[src/dmc_pkg.sv]
`default_nettype none
package dmc_pkg;

   typedef enum logic [1:0] {
      FUNC_LOAD   = 2'd0,
      FUNC_TARGET = 2'd1,
      FUNC_END    = 2'd2,
      FUNC_CLEAR  = 2'd3
   } func_type;

   typedef enum logic [1:0] {
      KIND_TOKEN  = 2'd0,
      KIND_ABSENT = 2'd1,
      KIND_END    = 2'd2
   } kind_type;

   typedef enum logic [3:0] {
      ST_IDLE,
      ST_DISPATCH,
      ST_P1_RD,
      ST_P1_CHK,
      ST_DECIDE,
      ST_EMIT_TOK,
      ST_EMIT_ABS,
      ST_EMIT_END,
      ST_P2_RD,
      ST_P2_WR
   } state_type;

   typedef struct packed {
      logic     accept;
      logic     start_sweep;
      logic     mode_ext;
      logic     rd;
      logic     p1_step;
      logic     p2_step;
      logic     load_byte;
      logic     clear_all;
      logic     len_inc;
      logic     len_one;
      logic     len_zero;
      logic     set_halt;
      logic     clr_halt;
      logic     rsp_load;
      kind_type rsp_kind;
      logic     rsp_last;
   } cmd_type;

   typedef struct packed {
      func_type func;
      logic     halted;
      logic     len_nz;
      logic     sweep_done;
      logic     any_ext;
      logic     any_plain;
      logic     mode_ext;
      logic     out_free;
      logic     full;
   } status_type;

endpackage
`default_nettype wire

[src/dmc_ctrl.sv]
`default_nettype none
module dmc_ctrl (
   input  wire logic                 clock,
   input  wire logic                 reset,
   input  wire logic                 req_valid,
   output logic                      req_ready,
   input  wire dmc_pkg::status_type  status,
   output dmc_pkg::cmd_type          cmd
);
   dmc_pkg::state_type state_ff, state_in;

   always_ff @(posedge clock) begin
      if (reset) begin
         state_ff <= dmc_pkg::ST_IDLE;
      end else begin
         state_ff <= state_in;
      end
   end

   always_comb begin
      state_in  = state_ff;
      cmd       = '0;
      req_ready = 1'b0;
      unique case (state_ff)
         dmc_pkg::ST_IDLE: begin
            req_ready = 1'b1;
            if (req_valid) begin
               cmd.accept = 1'b1;
               state_in   = dmc_pkg::ST_DISPATCH;
            end
         end
         dmc_pkg::ST_DISPATCH: begin
            unique case (status.func)
               dmc_pkg::FUNC_LOAD: begin
                  cmd.load_byte = !status.full;
                  state_in      = dmc_pkg::ST_IDLE;
               end
               dmc_pkg::FUNC_CLEAR: begin
                  cmd.clear_all = 1'b1;
                  state_in      = dmc_pkg::ST_IDLE;
               end
               dmc_pkg::FUNC_END: begin
                  if (!status.halted && status.len_nz) begin
                     cmd.start_sweep = 1'b1;
                     state_in        = dmc_pkg::ST_P1_RD;
                  end else begin
                     state_in = dmc_pkg::ST_EMIT_END;
                  end
               end
               dmc_pkg::FUNC_TARGET: begin
                  if (status.halted) begin
                     state_in = dmc_pkg::ST_IDLE;
                  end else begin
                     cmd.start_sweep = 1'b1;
                     state_in        = dmc_pkg::ST_P1_RD;
                  end
               end
               default: state_in = dmc_pkg::ST_IDLE;
            endcase
         end
         dmc_pkg::ST_P1_RD: begin
            if (status.sweep_done) begin
               state_in = dmc_pkg::ST_DECIDE;
            end else begin
               cmd.rd   = 1'b1;
               state_in = dmc_pkg::ST_P1_CHK;
            end
         end
         dmc_pkg::ST_P1_CHK: begin
            cmd.p1_step = 1'b1;
            state_in    = dmc_pkg::ST_P1_RD;
         end
         dmc_pkg::ST_DECIDE: begin
            priority if (status.func == dmc_pkg::FUNC_END) begin
               state_in = dmc_pkg::ST_EMIT_TOK;
            end else if (status.len_nz && status.any_ext) begin
               cmd.start_sweep = 1'b1;
               cmd.mode_ext    = 1'b1;
               state_in        = dmc_pkg::ST_P2_RD;
            end else if (status.len_nz) begin
               state_in = dmc_pkg::ST_EMIT_TOK;
            end else if (status.any_plain) begin
               cmd.start_sweep = 1'b1;
               state_in        = dmc_pkg::ST_P2_RD;
            end else begin
               state_in = dmc_pkg::ST_EMIT_ABS;
            end
         end
         dmc_pkg::ST_EMIT_TOK: begin
            if (status.out_free) begin
               cmd.rsp_load = 1'b1;
               cmd.rsp_kind = dmc_pkg::KIND_TOKEN;
               cmd.rsp_last = (status.func == dmc_pkg::FUNC_TARGET) && status.any_plain;
               priority if (status.func == dmc_pkg::FUNC_END) begin
                  state_in = dmc_pkg::ST_EMIT_END;
               end else if (status.any_plain) begin
                  cmd.start_sweep = 1'b1;
                  state_in        = dmc_pkg::ST_P2_RD;
               end else begin
                  state_in = dmc_pkg::ST_EMIT_ABS;
               end
            end
         end
         dmc_pkg::ST_EMIT_ABS: begin
            if (status.out_free) begin
               cmd.rsp_load = 1'b1;
               cmd.rsp_kind = dmc_pkg::KIND_ABSENT;
               cmd.rsp_last = 1'b1;
               cmd.len_zero = 1'b1;
               cmd.set_halt = 1'b1;
               state_in     = dmc_pkg::ST_IDLE;
            end
         end
         dmc_pkg::ST_EMIT_END: begin
            if (status.out_free) begin
               cmd.rsp_load = 1'b1;
               cmd.rsp_kind = dmc_pkg::KIND_END;
               cmd.rsp_last = 1'b1;
               cmd.len_zero = 1'b1;
               cmd.clr_halt = 1'b1;
               state_in     = dmc_pkg::ST_IDLE;
            end
         end
         dmc_pkg::ST_P2_RD: begin
            if (status.sweep_done) begin
               cmd.len_inc = status.mode_ext;
               cmd.len_one = !status.mode_ext;
               state_in    = dmc_pkg::ST_IDLE;
            end else begin
               cmd.rd   = 1'b1;
               state_in = dmc_pkg::ST_P2_WR;
            end
         end
         dmc_pkg::ST_P2_WR: begin
            cmd.p2_step = 1'b1;
            state_in    = dmc_pkg::ST_P2_RD;
         end
         default: state_in = dmc_pkg::ST_IDLE;
      endcase
   end

endmodule
`default_nettype wire

[config.mk]
export PLATFORM = sky130hd
export DESIGN_NAME = dmc_ctrl
export DESIGN_NICKNAME = d
export VERILOG_FILES = /design/src/dmc_pkg.sv /design/src/dmc_ctrl.sv
export SDC_FILE = /design/constraint.sdc
export NUM_CORES = 1
export LEC_CHECK = 0
export BUFFER_PORTS_ARGS = -buffer_cell sky130_fd_sc_hd__buf_2
export CAP_MARGIN = 20
export CORE_MARGIN = 8
export CORE_UTILIZATION = 51
export CTS_BUF_LIST = sky130_fd_sc_hd__clkbuf_2
export DETAILED_ROUTE_END_ITERATION = 16
export GPL_ROUTABILITY_DRIVEN = 0
export PLACE_DENSITY = 0.86
export RECOVER_POWER = 25
export SLEW_MARGIN = 10
export SYNTH_ARGS = -nofsm -noshare
export SYNTH_HDL_FRONTEND = slang
export SYNTH_SLANG_ARGS = --single-unit
[constraint.sdc]
create_clock -name clock -period 2.15 [get_ports clock]
set_input_delay 0.215 -clock clock [delete_from_list [all_inputs] [get_ports clock]]
set_output_delay 0.215 -clock clock [all_outputs]
set_load 0.005 [all_outputs]
==> flow_metrics.py <==
metrics = {
    "status": {
        "outcome": "completed",
    },
    "timing": {
        "timing.fmax_mhz": 535,
        "holdWs_ns": 0.332,
        "report.final.slew_viol_count": 0,
        "final.min_clock_period_ns": 1.87,
        "hold_violations": 0,
        "tightest_slew_ns": 0.632,
        "period_share_pct": 86.9,
        "skew_ns": 0.0145,
        "relSlewSlack_pct": 57.8,
        "rsz0062_at_grt": "false",
        "fin_setup_tns_ns": 0,
        "setup_viol": 0,
    },
    "floorplanning": {
        "rows": 13,
        "die_x_um": 52.1,
        "core_mm2": 0.00125,
        "die_area_mm2": 0.00272,
        "fp.dieH_um": 52.1,
        "initial_utilization_pct": 53.1,
        "io_pins": 31,
    },
    "drt": {
        "drtAntennaViolNets": 0,
        "wirelength_mm": 1.82,
        "dr_total_vias": 769,
        "drt_iter0_markers": 20,
        "drtPass1Iterations": 4,
        "viasPerCell": 5.83,
        "wl_per_cell_um": 13.8,
        "drc": 0,
    },
    "clock_tree": {
        "cts.sink_count": 4,
        "cts.path.max_buffers": 2,
        "root_buffer": "clkbuf_2",
        "clk_pin_slew_ns": 0.06,
        "cts_tree": "yes",
        "cts_max_level": 1,
        "cts.repair_timing.setup_buffer_count": 0,
        "clk_latency_ns": 0.22,
        "cts_buffers": 3,
        "post_cts_resized": 0,
        "holdBufCountCts": 0,
    },
    "power": {
        "p_int_mw": 0.169,
        "switching_power_mw": 0.103,
        "ir_worst_vdd_mv": 0.343,
        "comb_power_share_pct": 42.1,
        "power.share.clock_pct": 26.5,
        "p_leak_nw": 0.401,
        "pwr-share-seq_pct": 31.3,
        "swShare_pct": 37.9,
        "power_density_mw_per_mm2": 336,
    },
    "yosys": {
        "synthArstFlopShare_pct": 0,
        "syn_area_per_cell_um2": 7.48,
        "synth_edf_count": 0,
        "synth_flop_cell": "dfxtp_1",
        "syn-num-nets": 107,
        "synth_area_um2": 666,
        "synth_cell_type_count": 36,
        "yosys_warnings": 0,
        "synth_seq_area_share_pct": 12.0,
        "netlist_instances": 89,
        "ys_ff_latch": 4,
    },
    "critical_path": {
        "arrival_ns": 1.65,
        "crit_type": "reg -> out",
        "crit_path_end_kind": "output port",
        "required_ns": 1.93,
        "worst_setup_path_start_kind": "flip-flop",
        "worstPathMaxFanout": 12,
    },
    "final_layout": {
        "fin_cells": 132,
        "largestRegisters": "state_ff (4)",
        "final_cell_mix": "buf_2 (27), nand2_1 (7), nor2_1 (7)",
        "syn_to_final_growth_pct": 21.8,
        "regMostFlops": "state_ff",
        "nNetsFinal": 137,
        "fillerInstances": 108,
        "drive_above_1_share_pct": 30.8,
        "largest_reg_flops": 4,
        "layout_commonest_cell": "buf_2",
        "antennaDiodeCount": 0,
    },
    "placed_design": {
        "hpwl_mm": 1.44,
        "place_inst": 129,
        "port_buffers": 30,
    },
    "grt": {
        "gr-total-overflow": 0,
        "grt_pass1_wl_mm": 2.90,
        "track_usage_pct": 13.4,
        "antenna_found_initial": 0,
        "grt_pass1_vias": 687,
        "grt_max_degree": 26,
    },
    "hold_path": {
        "min_path_type": "in -> reg",
    },
    "flow_run": {
        "drv_cap": 0,
    },
}
## worst paths after layout
kind	startpoint	to	slack [ns]	depth (start not counted)
worst max-delay path	state_ff[2]	cmd[4]	0.28	5
worst min-delay path	reset	state_ff[2]	0.33	4
worst max register to register	state_ff[2]	state_ff[1]	0.61	4
worst min register to register	state_ff[0]	state_ff[0]	0.70	3
## critical path: stages, from the launching register on
cell and delay (ns):
dfxtp_1 0.60, and2b_2 0.29, nand3_1 0.15, inv_1 0.14, and2_1 0.14, buf_2 0.12
## per-layer routing
| metal | GRT usage [%] | up-vias | share of wire, % |
|---|---|---|---|
| met5 | 0 | - | 0 |
| met4 | 4.42 | 0 | 0.55 |
| met3 | 3.99 | 2 | 6.9 |
| met2 | 23.6 | 30 | 52 |
| met1 | 14.9 | 357 | 41 |
| li1 | - | 380 | - |
## power by group through the flow
stage / Sequential, mW / Combinational (mW) / Clock (mW)
detailed placement: 0.0867 / 0.117 / 0
floorplan: 0.0832 / 0.0821 / 0
finish: 0.0853 / 0.115 / 0.0723
CTS: 0.0853 / 0.117 / 0.0749
global route: 0.0861 / 0.128 / 0.0787
global placement: 0.0860 / 0.114 / 0
## kinds of logic (layout without fill, tap and decap cells)
kind of cell,Yosys count,in the layout,share of synthesized area [%]
flip-flops,4,4,12.0
XOR/XNOR,1,1,1.32
AO/OA/AOI/OAI,21,21,22.6
buffers and inverters,10,38,7.71
adder cells (fa/ha/maj),5,5,9.40
AND/OR/NAND/NOR,48,48,47.0
## metrics by stage
stage,area [um2],utilization [%],setup slack [ns],total power [mW]
final,811,64.7,0.281,0.272
after global routing,811,64.7,0.172,0.293
after CTS,821,65.5,0.278,0.277
after detailed placement,806,64.3,0.528,0.203
after global placement,806,64.3,0.617,0.200
after floorplan,666,-,0.821,0.165
## cells in the mapped netlist, drive strengths merged (3+ instances only)
cell	n	area share, %
and2	4	3.8
nand2	7	3.9
buf	6	5.5
nor2b	5	4.7
ha	5	9.4
nand2b	6	6.8
nand3	3	2.3
o21ai	9	7.3
nor4	3	3.8
nand4b	3	3.9
nor2	7	3.9
dfxtp	4	12
inv	4	2.3
## cell type report
class / count / area, um2 / share of cell area (%)
inverters: 4 / 15.0 / 1.85
repair buffers: 31 / 154 / 19.0
flip-flops and latches: 4 / 80.1 / 9.88
multi-input cells: 75 / 528 / 65.1
well taps: 15 / 18.8 / 2.31
clock buffers: 3 / 15.0 / 1.85
Note: power is estimated with default switching activity, not from simulation.
